--- config.mk ---
export PLATFORM = sky130hd
export DESIGN_NAME = mtrd_out_stage
export DESIGN_NICKNAME = d
export VERILOG_FILES = /design/src/hw/rtl/mtrd_pkg.sv /design/src/hw/rtl/mtrd_out_stage.sv
export SDC_FILE = /design/constraint.sdc
export NUM_CORES = 2
export LEC_CHECK = 0
export BUFFER_PORTS_ARGS = -buffer_cell sky130_fd_sc_hd__buf_2
export CELL_PAD_IN_SITES_DETAIL_PLACEMENT = 0
export CELL_PAD_IN_SITES_GLOBAL_PLACEMENT = 1
export CORE_UTILIZATION = 50
export DETAILED_ROUTE_END_ITERATION = 10
export GPL_TIMING_DRIVEN = 1
export PLACE_DENSITY_LB_ADDON = 0.1
export SLEW_MARGIN = 20
export SYNTH_ARGS = -nofsm -noshare
export SYNTH_HDL_FRONTEND = slang
export SYNTH_SLANG_ARGS = --single-unit
--- constraint.sdc ---
create_clock -name clk -period 8.9 [get_ports clk]
set_clock_uncertainty 0.2 [all_clocks]
set_input_delay 1.78 -clock clk [delete_from_list [all_inputs] [get_ports clk]]
set_output_delay 1.78 -clock clk [all_outputs]
set_load 0.05 [all_outputs]
--- src/hw/rtl/mtrd_pkg.sv ---
package mtrd_pkg;

  // Geometry of the generator state
  localparam int unsigned StateWords = 624;
  localparam int unsigned AddrW      = 10;
  localparam logic [AddrW-1:0] LastIdx     = AddrW'(StateWords - 1);
  localparam logic [AddrW-1:0] TwistOffset = AddrW'(397);
  localparam logic [AddrW-1:0] StateDepth  = AddrW'(StateWords);

  // Twist, seeding and tempering constants
  localparam logic [31:0] MatA        = 32'h9908_b0df;
  localparam logic [31:0] HiMask      = 32'h8000_0000;
  localparam logic [31:0] LoMask      = 32'h7fff_ffff;
  localparam logic [31:0] TemperB     = 32'h9d2c_5680;
  localparam logic [31:0] TemperC     = 32'hefc6_0000;
  localparam logic [31:0] InitMult    = 32'd1812433253;
  localparam logic [31:0] DefaultSeed = 32'd5489;

  // Request codes
  localparam logic ActDraw   = 1'b0;
  localparam logic ActReseed = 1'b1;

  typedef struct packed {
    logic        action;
    logic [30:0] range_limit;
  } in_item_t;

  typedef struct packed {
    logic [30:0] ranged_value;
    logic [31:0] raw_word;
  } out_item_t;

  // Result request from the sequencer to the output pipeline
  typedef struct packed {
    logic        vld;
    logic        zero;
    logic [30:0] limit;
  } res_req_t;

  // Memory write port
  typedef struct packed {
    logic             en;
    logic [AddrW-1:0] addr;
    logic [31:0]      data;
  } mem_wr_t;

  function automatic logic [31:0] twist_word(input logic [31:0] cur,
                                             input logic [31:0] nxt,
                                             input logic [31:0] far);
    logic [31:0] mix;
    logic [31:0] tw;
    mix = (cur & HiMask) | (nxt & LoMask);
    tw  = (mix >> 1) ^ (nxt[0] ? MatA : 32'd0);
    return far ^ tw;
  endfunction

  function automatic logic [31:0] temper(input logic [31:0] w);
    logic [31:0] y;
    y = w ^ (w >> 11);
    y = y ^ ((y << 7) & TemperB);
    y = y ^ ((y << 15) & TemperC);
    y = y ^ (y >> 18);
    return y;
  endfunction

endpackage

--- src/hw/rtl/mtrd_out_stage.sv ---
module mtrd_out_stage (
  input  logic                  clk,
  input  logic                  rst_n,
  input  mtrd_pkg::res_req_t    req,
  input  logic [31:0]           rd_word,
  output logic                  out_valid,
  output mtrd_pkg::out_item_t   out_data
);

  logic        v0_r;
  logic        zero0_r;
  logic [30:0] lim0_r;
  logic        v1_r;
  logic [31:0] y1_r;
  logic [30:0] lim1_r;
  logic        out_valid_r;
  mtrd_pkg::out_item_t out_data_r;
  logic [62:0] prod;

  assign prod = {31'd0, y1_r} * {32'd0, lim1_r};

  // Control flags of the pipeline
  always_ff @(posedge clk) begin
    if (!rst_n) begin
      v0_r        <= 1'b0;
      v1_r        <= 1'b0;
      out_valid_r <= 1'b0;
    end else begin
      v0_r        <= req.vld;
      v1_r        <= v0_r;
      out_valid_r <= v1_r;
    end
  end

  // Hold request, temper the word read, then scale by the limit
  always_ff @(posedge clk) begin
    zero0_r                 <= req.zero;
    lim0_r                  <= req.limit;
    y1_r                    <= zero0_r ? 32'd0 : mtrd_pkg::temper(rd_word);
    lim1_r                  <= zero0_r ? 31'd0 : lim0_r;
    out_data_r.raw_word     <= y1_r;
    out_data_r.ranged_value <= prod[62:32];
  end

  assign out_valid = out_valid_r;
  assign out_data  = out_data_r;

endmodule

=== Yosys cells after proc, flatten, opt, wreduce, memory -nomap -nowiden ===
Cells that the tools add are included.
W data, S select, Z words.

* Register bits after elaboration: 161
* Bits of input ports: 67

* $mul: 1
* Bitwise gates (word level): 4

{| class="wikitable"
|+ Operators with widths
! kind !! count
|-
| $xor A32 B32 Y32 || 2
|-
| $mul A32 B31 Y63 || 1
|-
| $xor A32 B14 Y32 || 1
|-
| $xor A32 B21 Y32 || 1
|}

=== Depth between registers and ports, before layout ===
* Depth after elaboration: 4
* Mapped depth: 27

=== Least setup slack after synthesis ===
OpenSTA, ideal clock, no wires.

* Path type: reg2reg
* From: register lim1_r[8]
* To: register out_data_r, in the netlist out_data[62]
* Library setup time: 72 ps
* Data arrival time: 6919 ps
* Data required time: 8628 ps
* Path slack: 1709 ps
* Cell stages (with the launch flop): 26
* Cells stage by stage: dfxtp_1 -> clkbuf_1 -> and2_1 -> fa_1 -> fa_1 -> inv_1 -> fa_1 -> fa_1 -> inv_1 -> fa_1 -> fa_1 -> fa_1 -> inv_1 -> fa_1 -> inv_1 -> ha_1 -> clkbuf_1 -> a21oi_1 -> o21ai_0 -> a21oi_1 -> o221ai_1 -> a22o_1 -> a2111o_1 -> a31o_2 -> a21oi_1 -> xnor2_1

* Cells in the longest elaborated chain, start to end: 1

{| class="wikitable"
|+ RTL lines
! item !! RTL line !! source
|-
| from (decl) || mtrd_out_stage.sv:15 || <nowiki>logic [30:0] lim1_r;</nowiki>
|-
| from (signal assigned) || mtrd_out_stage.sv:40 || <nowiki>lim1_r <= zero0_r ? 31'd0 : lim0_r;</nowiki>
|-
| $mul A32 B31 Y63 || mtrd_out_stage.sv:20 || <nowiki>assign prod = {31'd0, y1_r} * {32'd0, lim1_r};</nowiki>
|-
| via prod[62] || mtrd_out_stage.sv:18 || <nowiki>logic [62:0] prod;</nowiki>
|-
| to (decl) || mtrd_out_stage.sv:17 || <nowiki>mtrd_pkg::out_item_t out_data_r;</nowiki>
|}

The timed path passes the listed nets, and every way through them passes these cells.
A chain may end at the register's enable or synchronous reset.

=== Final worst setup path ===
* From: register lim1_r[19]
* To: register out_data_r, in the netlist out_data[54]

Same word-level chain as after synthesis.

==> reports/results.txt <==
status: completed
mean post-synth cell area: 9.45 um^2
Mapped Cells: 3,751
final wirelength: 101 mm
Worst-path clk slew: 0.09 ns
Met2 Wirelength: 54.4 mm
GRT Total Usage: 30.4%
Chip Height: 268 um
ant diodes: 0
crit path cell chain: buf_4 > nand2_1 > fa_1 > inv_1 > fa_1 > inv_1 > fa_1 > inv_1 > fa_1 > fa_1 > fa_1 > fa_1 > ha_1 > ha_1 > and2_1 > nand3_1 > or4_1 > a211oi_1 > a31o_2 > or2_2 > a31oi_1 > o21bai_1 > xnor2_1
end point of the critical path: out_data[54]$_DFF_P_
worst path buffer plus inverter count: 4
number of max-cap violations: 0
clk_lat worst skew: 0.49 ns
Yosys top cell area share: 48.9%
Synth Register Bits: 161
Tcrit/Tclk final: 95.2%
dpl cells: 4,705
cell family with most CP delay: adder cells
Post-synth EDFFs: 0
vias per std cell: 5.30
ys async rst share: 0%
Main synth FF type: dfxtp_1
antenna violations before repair: 3
Relative slew margins: 31.6%
Hold Buf Count CTS: 0
Worst VDD drop: 0.476 mV
grt ovf: 0
ANT nets after route: 0
first-pass GRT wire length: 162 mm
Num CTS Buffers: 17
Pleak: 19.2 nW
# rows: 97
I/O Buffers: 130
Area Growth Syn to Fin: 6.89%
metal3 WL: 3.35 mm
DRT met1 WL: 38.3 mm
Std-Cell Core Area: 70,000 um^2
DRC marker count from the first detailed-route iteration: 1,268
crit path kind: flop to flop
Layout Cells excl Fill: 4,737
slowest stage delay, CP: 0.98 ns
synth warn: 0
fin crit period: 8.48 ns
most frequent cells in the layout: fa_1 (865), inv_1 (799), and2_1 (525)
GPL Wtd Cong: 0.900
drt first pass iters: 5
Worst R2R Path Depth: 23
top post-synthesis cells by area: fa_1 (49%), and2_1 (9.3%), dfxtp_1 (9.1%), ha_1 (8.9%), inv_1 (8.5%)
CP max stage cell: dfxtp_1
critical path startpoint category: flop
die width: 268 um
RSZ-0062 raised after global routing: no
final setup fails: 0
Max Slew Vio Count: 0
Util after Layout: 54.1%
finished layout cell area: 37,900 um^2
syn_nets: 4,936
largest net degree at the start of global routing: 64
Initial Util: 50.6%
Worst-Margin Slew: 1.03 ns
CP required: 9.12 ns
most common cell after layout, fill and taps aside: fa_1
total negative slack: 0 ns
CTS Root Cell: clkbuf_16
clk buf depth: 2
vias: 25,100
post-synthesis sequential area ratio: 9.10%
io pins: 131
CP Launch Point: lim1_r[19]$_SDFF_PP0_
min-delay worst type: flop to flop
synth unique cells: 46
# resized after CTS: 0
Die Area: 71,900 um^2
layout cell share with drive strength beyond 1: 6.98%
dpl hpwl: 81.7 mm
Post-CTS Setup Bufs: 0
Max FO, Critical Path: 24
number of H-tree levels: 4
placed inst area: 37,200 um^2
CTS tree: built
Synth area leader: fa_1
highest metal used: met4
worst reg2reg startpoint: lim1_r[19]$_SDFF_PP0_
Worst path depth: 23
Fmax: 0.118 GHz
mapped cell area: 35,400 um^2
WP data arrival: 8.70 ns
fin nets: 4,969
Power Density: 345 nW/um^2
Final Hold Vio Count: 0
DRC errors left: 0
end of the worst register-to-register path: out_data[54]$_DFF_P_
flop-to-flop setup slack: 0.42 ns
CP most frequent cell: fa_1
wire per inst: 21.4 um
crit end category: flop
Final Total Pwr: 13.1 mW
vias in the first global route: 28,700
CTS sink count: 161
-- how the worst min path moves through the flow --
stage | startpoint | endpoint | depth (start not counted)
floorplan | y1_r[0]$_SDFF_PP0_ | out_data[0]$_DFF_P_ | 0
global placement | y1_r[20]$_SDFF_PP0_ | out_data[20]$_DFF_P_ | 0
detailed placement | y1_r[17]$_SDFF_PP0_ | out_data[17]$_DFF_P_ | 0
CTS | y1_r[17]$_SDFF_PP0_ | out_data[17]$_DFF_P_ | 0
global route | y1_r[17]$_SDFF_PP0_ | out_data[17]$_DFF_P_ | 0
finish | y1_r[17]$_SDFF_PP0_ | out_data[17]$_DFF_P_ | 0
-- layout make-up --
cell class | count | area, um^2
clock buffer | 17 | 425
inverter | 799 | 3000
sequential | 161 | 3230
fill | 6496 | 32200
multi-input combinational | 2584 | 28400
timing repair buffer | 221 | 1410
tap | 940 | 1180
clock inverter | 15 | 203
-- power breakdown --
part           switching (mW)  internal, mW  total (mW)  leakage [nW]
combinational            7.07          4.12        11.2          17.6
clock                   0.419         0.387       0.806         0.298
sequential              0.152         0.923        1.08          1.35
total                    7.65          5.43        13.1          19.2
-- cell usage after synthesis, types with 4 or more instances --
cell	count
o21ai_0	34
o2111ai_1	4
ha_1	253
a21o_1	28
o211ai_1	6
nand2_1	515
xnor2_1	61
nand2b_1	4
nor2b_1	33
dfxtp_1	161
o31ai_1	4
inv_1	799
nand4_1	14
fa_1	865
o21bai_1	7
xor2_1	34
nand3_1	13
a21oi_1	60
nor3_1	6
a211oi_1	4
nor2_1	68
clkbuf_1	206
o21a_1	4
a31oi_1	7
and2_1	525
-- per-stage QoR --
stage               hold slack, ns  setup slack, ns
floorplan                    0.162             1.71
global placement             0.158            0.482
detailed placement           0.161            0.433
CTS                          0.172            0.412
global route                 0.186           0.0649
finish                       0.168            0.424
-- state kept, by name, indices dropped and copies added, names as in the netlist --
signal	cells
out_valid	1
v0_r	1
y1_r	32
lim0_r	31
v1_r	1
lim1_r	31
zero0_r	1
out_data	63
-- logic make-up after synthesis --
family                   share of synthesized area, %
XOR/XNOR                                         2.35
flip-flops                                       9.10
adder cells (fa/ha/maj)                          57.8
buffers and inverters                            10.7
AND/OR/NAND/NOR                                  16.9
AO/OA/AOI/OAI                                    3.24
-- per-layer routing --
metal  vias to the layer above  track usage [%]
met4                         0             15.3
li1                      10900                -
met1                     13300             35.6
met5                         -                0
met2                       635             55.3
met3                       221             2.91
Power figures use the tool's default switching activity.
