--- config.mk ---
export PLATFORM = sky130hd
export DESIGN_NAME = mtrd_ctrl
export DESIGN_NICKNAME = d
export VERILOG_FILES = /design/src/hw/rtl/mtrd_pkg.sv /design/src/hw/rtl/mtrd_ctrl.sv
export SDC_FILE = /design/constraint.sdc
export NUM_CORES = 1
export LEC_CHECK = 0
export ABC_AREA = 1
export BUFFER_PORTS_ARGS = -buffer_cell sky130_fd_sc_hd__buf_2
export CORE_UTILIZATION = 55
export DETAILED_ROUTE_END_ITERATION = 10
export HOLD_SLACK_MARGIN = 0.05
export PLACE_DENSITY = 0.8
export SLEW_MARGIN = 30
export SYNTH_ARGS = -nofsm -noshare
export SYNTH_HDL_FRONTEND = slang
export SYNTH_SLANG_ARGS = --single-unit
--- constraint.sdc ---
create_clock -name clk -period 10.2 [get_ports clk]
set_input_delay 3.06 -clock clk [delete_from_list [all_inputs] [get_ports clk]]
set_output_delay 3.06 -clock clk [all_outputs]
set_load 0.1 [all_outputs]
--- src/hw/rtl/mtrd_pkg.sv ---
package mtrd_pkg;

  // Geometry of the generator state
  localparam int unsigned StateWords = 624;
  localparam int unsigned AddrW      = 10;
  localparam logic [AddrW-1:0] LastIdx     = AddrW'(StateWords - 1);
  localparam logic [AddrW-1:0] TwistOffset = AddrW'(397);
  localparam logic [AddrW-1:0] StateDepth  = AddrW'(StateWords);

  // Twist, seeding and tempering constants
  localparam logic [31:0] MatA        = 32'h9908_b0df;
  localparam logic [31:0] HiMask      = 32'h8000_0000;
  localparam logic [31:0] LoMask      = 32'h7fff_ffff;
  localparam logic [31:0] TemperB     = 32'h9d2c_5680;
  localparam logic [31:0] TemperC     = 32'hefc6_0000;
  localparam logic [31:0] InitMult    = 32'd1812433253;
  localparam logic [31:0] DefaultSeed = 32'd5489;

  // Request codes
  localparam logic ActDraw   = 1'b0;
  localparam logic ActReseed = 1'b1;

  typedef struct packed {
    logic        action;
    logic [30:0] range_limit;
  } in_item_t;

  typedef struct packed {
    logic [30:0] ranged_value;
    logic [31:0] raw_word;
  } out_item_t;

  // Result request from the sequencer to the output pipeline
  typedef struct packed {
    logic        vld;
    logic        zero;
    logic [30:0] limit;
  } res_req_t;

  // Memory write port
  typedef struct packed {
    logic             en;
    logic [AddrW-1:0] addr;
    logic [31:0]      data;
  } mem_wr_t;

  function automatic logic [31:0] twist_word(input logic [31:0] cur,
                                             input logic [31:0] nxt,
                                             input logic [31:0] far);
    logic [31:0] mix;
    logic [31:0] tw;
    mix = (cur & HiMask) | (nxt & LoMask);
    tw  = (mix >> 1) ^ (nxt[0] ? MatA : 32'd0);
    return far ^ tw;
  endfunction

  function automatic logic [31:0] temper(input logic [31:0] w);
    logic [31:0] y;
    y = w ^ (w >> 11);
    y = y ^ ((y << 7) & TemperB);
    y = y ^ ((y << 15) & TemperC);
    y = y ^ (y >> 18);
    return y;
  endfunction

endpackage

--- src/hw/rtl/mtrd_ctrl.sv ---
module mtrd_ctrl (
  input  logic                           clk,
  input  logic                           rst_n,
  input  logic                           start,
  input  mtrd_pkg::in_item_t             in_data,
  output logic                           busy,
  input  logic                           cfg_valid,
  input  logic [31:0]                    cfg_data,
  output mtrd_pkg::mem_wr_t              wr,
  output logic [mtrd_pkg::AddrW-1:0]     ra_addr,
  output logic [mtrd_pkg::AddrW-1:0]     rb_addr,
  input  logic [31:0]                    ra_data,
  input  logic [31:0]                    rb_data,
  output mtrd_pkg::res_req_t             req
);

  typedef enum logic [2:0] {
    S_IDLE,
    S_SEED_MUL,
    S_SEED_ADD,
    S_TW_PRIME,
    S_TW_RD,
    S_TW_WR,
    S_DRAW
  } state_t;

  localparam int unsigned AW = mtrd_pkg::AddrW;

  state_t        state_r, state_nxt;
  logic [31:0]   seed_r, seed_nxt;
  logic [AW-1:0] wleft_r, wleft_nxt;
  logic [AW-1:0] wptr_r, wptr_nxt;
  logic          seeded_r, seeded_nxt;
  logic [AW-1:0] idx_r, idx_nxt;
  logic [31:0]   prev_r, prev_nxt;
  logic [31:0]   prod_r, prod_nxt;
  logic [31:0]   cur_r, cur_nxt;
  logic [30:0]   limit_r, limit_nxt;
  logic          draw_after_r, draw_after_nxt;

  logic [AW-1:0] next_idx;
  logic [AW-1:0] far_sum;
  logic [AW-1:0] far_idx;
  logic [31:0]   seed_mix;
  logic [63:0]   seed_prod;
  logic [31:0]   seed_word;

  // Neighbour and far addresses of the twist step
  assign next_idx  = (idx_r == mtrd_pkg::LastIdx) ? '0 : idx_r + AW'(1);
  assign far_sum   = idx_r + mtrd_pkg::TwistOffset;
  assign far_idx   = (far_sum >= mtrd_pkg::StateDepth) ? far_sum - mtrd_pkg::StateDepth
                                                       : far_sum;
  // Seeding recurrence, split over a multiply and an add state
  assign seed_mix  = prev_r ^ (prev_r >> 30);
  assign seed_prod = {32'd0, mtrd_pkg::InitMult} * {32'd0, seed_mix};
  assign seed_word = prod_r + {{(32-AW){1'b0}}, idx_r};

  always_comb begin
    state_nxt      = state_r;
    seed_nxt       = cfg_valid ? cfg_data : seed_r;
    wleft_nxt      = wleft_r;
    wptr_nxt       = wptr_r;
    seeded_nxt     = seeded_r;
    idx_nxt        = idx_r;
    prev_nxt       = prev_r;
    prod_nxt       = prod_r;
    cur_nxt        = cur_r;
    limit_nxt      = limit_r;
    draw_after_nxt = draw_after_r;
    wr             = '0;
    ra_addr        = wptr_r;
    rb_addr        = '0;
    req            = '0;

    case (state_r)
      S_IDLE: begin
        if (start) begin
          limit_nxt = in_data.range_limit;
          if (in_data.action == mtrd_pkg::ActReseed) begin
            wr             = '{en: 1'b1, addr: '0, data: seed_r};
            prev_nxt       = seed_r;
            idx_nxt        = AW'(1);
            draw_after_nxt = 1'b0;
            state_nxt      = S_SEED_MUL;
          end else if (wleft_r != AW'(1)) begin
            // Draw straight from the current state
            ra_addr   = wptr_r;
            req       = '{vld: 1'b1, zero: 1'b0, limit: in_data.range_limit};
            wptr_nxt  = wptr_r + AW'(1);
            wleft_nxt = wleft_r - AW'(1);
          end else if (!seeded_r) begin
            wr             = '{en: 1'b1, addr: '0, data: mtrd_pkg::DefaultSeed};
            prev_nxt       = mtrd_pkg::DefaultSeed;
            idx_nxt        = AW'(1);
            draw_after_nxt = 1'b1;
            state_nxt      = S_SEED_MUL;
          end else begin
            state_nxt = S_TW_PRIME;
          end
        end
      end
      S_SEED_MUL: begin
        prod_nxt  = seed_prod[31:0];
        state_nxt = S_SEED_ADD;
      end
      S_SEED_ADD: begin
        wr       = '{en: 1'b1, addr: idx_r, data: seed_word};
        prev_nxt = seed_word;
        if (idx_r == mtrd_pkg::LastIdx) begin
          seeded_nxt = 1'b1;
          wleft_nxt  = AW'(1);
          if (draw_after_r) begin
            state_nxt = S_TW_PRIME;
          end else begin
            req       = '{vld: 1'b1, zero: 1'b1, limit: '0};
            state_nxt = S_IDLE;
          end
        end else begin
          idx_nxt   = idx_r + AW'(1);
          state_nxt = S_SEED_MUL;
        end
      end
      S_TW_PRIME: begin
        ra_addr   = '0;
        idx_nxt   = '0;
        state_nxt = S_TW_RD;
      end
      S_TW_RD: begin
        // The first step picks up word zero from the priming read
        if (idx_r == '0) begin
          cur_nxt = ra_data;
        end
        ra_addr   = next_idx;
        rb_addr   = far_idx;
        state_nxt = S_TW_WR;
      end
      S_TW_WR: begin
        wr      = '{en: 1'b1, addr: idx_r,
                    data: mtrd_pkg::twist_word(cur_r, ra_data, rb_data)};
        cur_nxt = ra_data;
        if (idx_r == mtrd_pkg::LastIdx) begin
          state_nxt = S_DRAW;
        end else begin
          idx_nxt   = next_idx;
          state_nxt = S_TW_RD;
        end
      end
      S_DRAW: begin
        // First word of the fresh state
        ra_addr   = '0;
        req       = '{vld: 1'b1, zero: 1'b0, limit: limit_r};
        wptr_nxt  = AW'(1);
        wleft_nxt = mtrd_pkg::StateDepth;
        state_nxt = S_IDLE;
      end
      default: begin
        state_nxt = S_IDLE;
      end
    endcase
  end

  always_ff @(posedge clk) begin
    if (!rst_n) begin
      state_r      <= S_IDLE;
      seed_r       <= mtrd_pkg::DefaultSeed;
      wleft_r      <= AW'(1);
      wptr_r       <= '0;
      seeded_r     <= 1'b0;
      draw_after_r <= 1'b0;
      idx_r        <= '0;
    end else begin
      state_r      <= state_nxt;
      seed_r       <= seed_nxt;
      wleft_r      <= wleft_nxt;
      wptr_r       <= wptr_nxt;
      seeded_r     <= seeded_nxt;
      draw_after_r <= draw_after_nxt;
      idx_r        <= idx_nxt;
    end
  end

  // Datapath registers
  always_ff @(posedge clk) begin
    prev_r  <= prev_nxt;
    prod_r  <= prod_nxt;
    cur_r   <= cur_nxt;
    limit_r <= limit_nxt;
  end

  assign busy = (state_r != S_IDLE);

endmodule

# Yosys cells after proc, flatten, opt, wreduce, memory -nomap -nowiden
# Cells that the tools add are included.
dict set report totals {
  register_bits 194
  input_bits 132
  output_inout_bits 97
}
dict set report op_classes {
  bitwise_logic 4
  n_mux 50
  n_reduce_logical 18
  add_sub_neg 6
  mul 1
  eq_ne 19
  order_cmp 1
}
# cell n
set op_table {}
lappend op_table {{$mux 32} 6}
lappend op_table {{$mux 43} 4}
lappend op_table {{$mux 33} 5}
lappend op_table {{$mux 10} 16}
lappend op_table {{$pmux 43 s3} 1}
lappend op_table {{$pmux 32 s2} 2}
lappend op_table {{$pmux 33 s3} 1}
lappend op_table {{$pmux 10 s2} 2}
lappend op_table {{$pmux 10 s4} 1}
lappend op_table {{$add 32x10->32} 1}
lappend op_table {{$mul 31x32->32 const A} 1}
lappend op_table {{$or 32x31->32} 1}
lappend op_table {{$xor 31x32->32} 1}
lappend op_table {{$xor 32x2->32} 1}
lappend op_table {{$xor 32x32->32} 1}
lappend op_table {{$pmux 10 s3} 1}
lappend op_table {{$add 10x1->10 const B} 2}
lappend op_table {{$ne 2x2->1 const B} 9}
lappend op_table {{$pmux 3 s6} 1}
lappend op_table {{$mux 3} 4}
lappend op_table {{$reduce_and 4->1} 3}
lappend op_table {{$add 10x9->10 const B} 1}
lappend op_table {{$eq 10x10->1 const B} 1}
lappend op_table {{$ge 10x10->1 const B} 1}
lappend op_table {{18 further kinds} 32}

# Depth between registers and ports, before layout
dict set report logic_depth {
  word_depth 5
  ltp_mapped 29
}

# Worst setup path before layout
# OpenSTA, ideal clock, no wires.
dict set report synth_timing {
  path_type {input to output}
  startpoint {input port start}
  endpoint {output port wr[30] (netlist bit)}
  arrival_time_ps 5284
  required_time_ps 7140
  setup_slack_ps 1856
  path_stages 5
  path_buffers 1
  cell_sequence {inv_1 > nor2_2 > clkbuf_1 > nand3_1 > nand3_1}
}
# item line
set synth_rtl {}
lappend synth_rtl {{from (decl)} mtrd_ctrl.sv:4} ;# input logic start,
lappend synth_rtl {{to (decl)} mtrd_ctrl.sv:9} ;# output mtrd_pkg::mem_wr_t wr,

==> results.json <==
{
  "status": "finished clean",
  "slowest_stage": "buf_2",
  "place_inst": 2611,
  "rsz0062_at_grt": "no",
  "startpoint_type": "primary input",
  "num_rows": 64,
  "clock-sinks": 163,
  "fin_crit_sh_pct": 82.0,
  "layout_common_cells": "336 x inv_1, 336 x nand2_1, 228 x buf_2",
  "min_path_type": "reg2reg",
  "max_cap_violations": 0,
  "antenna_found_initial": 0,
  "placed_area_um2": 18700,
  "post_cts_resized": 0,
  "start_util_pct": 55.9,
  "ys_seq_elements": 163,
  "crit_path_end_kind": "primary output",
  "grt_max_degree": 43,
  "synth_area_um2": 17100,
  "hpwl_mm": 40.2,
  "htree_levels": 4,
  "syn_inst": 2015,
  "grt_pass1_vias": 14800,
  "worst_pin_slew_ns": 0.953,
  "min_period_ns": 8.36,
  "syn_nets": 2519,
  "ys_warn_count": 0,
  "min_to": "seeded_r",
  "drtAntennaViolNets": 0,
  "viasPerCell": 5.72,
  "cts_setup_buffers": 0,
  "wl_per_cell_um": 19.1,
  "reg2reg_setup_slack_ns": 3.48,
  "num_vias": 15100,
  "crit_required_ns": 7.14,
  "grt_pass1_wl_mm": 77.6,
  "synthArstFlopShare_pct": 0,
  "cts_buffers": 17,
  "r2r_end": "prod_r[29]",
  "numPortBuffers": 228,
  "drive_gt1_share_pct": 14.9,
  "crit_path_max_incr_delay_ns": 0.46,
  "regArea_um2": 4220,
  "ys_seq_area_share_pct": 24.7,
  "clkTransAtPathRegs_ns": 0.06,
  "finalHoldViolations": 0,
  "cts_tree": "built",
  "synth.distinct_cells": 56,
  "first_iter_violations": 1136,
  "cts_max_path_buffers": 2,
  "drc_errors": 0,
  "cp_data_arrival_time_ns": 5.30,
  "final_net_count": 2738,
  "gp_congestion": 0.949,
  "routed_wirelength_mm": 50.5,
  "overflow": 0,
  "final-setup-viol-count": 0,
  "hold_start": "seeded_r",
  "dr.pass1.iters": 7,
  "multi_input_area_um2": 11400,
  "min_delay_path_depth": 2,
  "die_x_um": 178,
  "fillers": 2638,
  "syn_to_final_growth_pct": 12.5,
  "final_area_um2": 19200,
  "slew_headroom_pct": 36.5,
  "grt_use_total_pct": 32.1,
  "drv_slew": 0,
  "crit_path_cell_trace": "buf_2 > inv_1 > nor2_4 > buf_4 > inv_2 > nor2_2 > inv_1 > o221ai_1 > buf_2",
  "cp_max_fo": 42,
  "stdcell_count": 2644,
  "reg2reg_from": "prev_r[0]",
  "io_pins": 229,
  "clk_latency_ns": 0.43,
  "avgSynthCellArea_um2": 8.49,
  "max_freq_mhz": 120,
  "tns_ns": 0,
  "die_area_um2": 31800,
  "finClkSkew_ns": 0.0121,
  "die_h_um": 178,
  "synth-main-ff-cell": "edfxtp_1",
  "critPathKind": "in2out",
  "synth_enable_flop_cells": 96,
  "coreArea_um2": 30600,
  "clockRootBuffer": "clkbuf_16",
  "r2r_cells": 25,
  "hold_buffers": 0
}
## sequential cells by signal, summed over array words and instances (netlist names)
signal / flops
limit_r: 31
prev_r: 32
cur_r: 1
seeded_r: 1
wptr_r: 10
idx_r: 10
wleft_r: 10
seed_r: 32
draw_after_r: 1
state_r: 3
prod_r: 32
## synthesized netlist by cell type (2+ instances only)
| cell | instances | area [um^2] |
|---|---|---|
| edfxtp_1 | 96 | 2880 |
| inv_1 | 336 | 1260 |
| o221ai_1 | 13 | 114 |
| xor2_1 | 67 | 587 |
| nor2_4 | 3 | 33.8 |
| and3_1 | 3 | 18.8 |
| nand3_2 | 2 | 20.0 |
| xor2_2 | 2 | 32.5 |
| a21o_1 | 4 | 30.0 |
| nor4_1 | 8 | 50.1 |
| o21ai_0 | 95 | 475 |
| nand2_2 | 7 | 43.8 |
| nor2_2 | 6 | 37.5 |
| nand4_1 | 20 | 125 |
| or2_2 | 12 | 75.1 |
| o21bai_1 | 5 | 37.5 |
| nand3b_1 | 10 | 75.1 |
| o21ai_1 | 8 | 40.0 |
| fa_1 | 147 | 2940 |
| nand3_1 | 119 | 596 |
| o22ai_1 | 5 | 31.3 |
| nand2_1 | 336 | 1260 |
| inv_2 | 19 | 71.3 |
| buf_2 | 6 | 30.0 |
| a211oi_1 | 2 | 15.0 |
| a31o_2 | 2 | 17.5 |
| a21oi_1 | 98 | 490 |
| nor2_1 | 156 | 586 |
| buf_1 | 5 | 18.8 |
| clkbuf_1 | 26 | 97.6 |
| o211ai_1 | 9 | 67.6 |
| dfxtp_1 | 67 | 1340 |
| a22o_1 | 31 | 272 |
| ha_1 | 225 | 2820 |
| a21oi_2 | 3 | 26.3 |
| nor3_1 | 17 | 85.1 |
| xnor2_1 | 25 | 219 |
| clkinv_1 | 2 | 7.51 |
## metrics by stage
step	worst slack (ns)	hold WS [ns]	util, %
floorplan	1.86	0.421	-
global placement	2.02	0.435	61.1
detailed placement	1.93	0.453	61.1
CTS	1.92	0.463	62.9
global route	1.77	0.494	62.9
finish	1.84	0.462	62.9
## routing by layer
layer	vias to the layer above	global-route usage [%]	routed length [um]
met2	728	53.3	24200
li1	7034	-	-
met5	-	0	0
met4	0	13.2	2080
met1	7225	41.0	20100
met3	137	5.97	4040
## kinds of logic after synthesis
group                    share of synthesized area, %
buffers and inverters                            8.88
XOR/XNOR                                         4.90
AO/OA/AOI/OAI                                    9.73
AND/OR/NAND/NOR                                  18.1
adder cells (fa/ha/maj)                          33.7
flip-flops                                       24.7
## final cells by class
class	instances	area share, %
clock buffer	20	2.27
tap	396	2.58
multi-input combinational	1454	59.1
inverter	359	7.04
clock inverter	12	0.650
timing repair buffer	239	6.36
antenna	1	0.0130
sequential	163	22.0
## critical path: cells and delay by family
family | cells | cell delay (ns)
and+or+nand+nor | 2 | 0.50
buffers and inverters | 6 | 1.51
AOI/OAI and AO/OA | 1 | 0.21
## worst max-delay path by stage
stage / start / to / slack (ns) / depth (start not counted)
6_report: start / wr[7] / 1.84 / 9
5_1_grt: start / wr[7] / 1.77 / 9
4_1_cts: start / wr[7] / 1.92 / 9
3_5_place_dp: start / wr[7] / 1.93 / 9
3_3_place_gp: start / wr[7] / 2.02 / 9
2_1_floorplan: start / wr[30] / 1.86 / 5
Power is not shown: default switching activity piles up to over one toggle a cycle in this logic, so the estimate is an artifact.
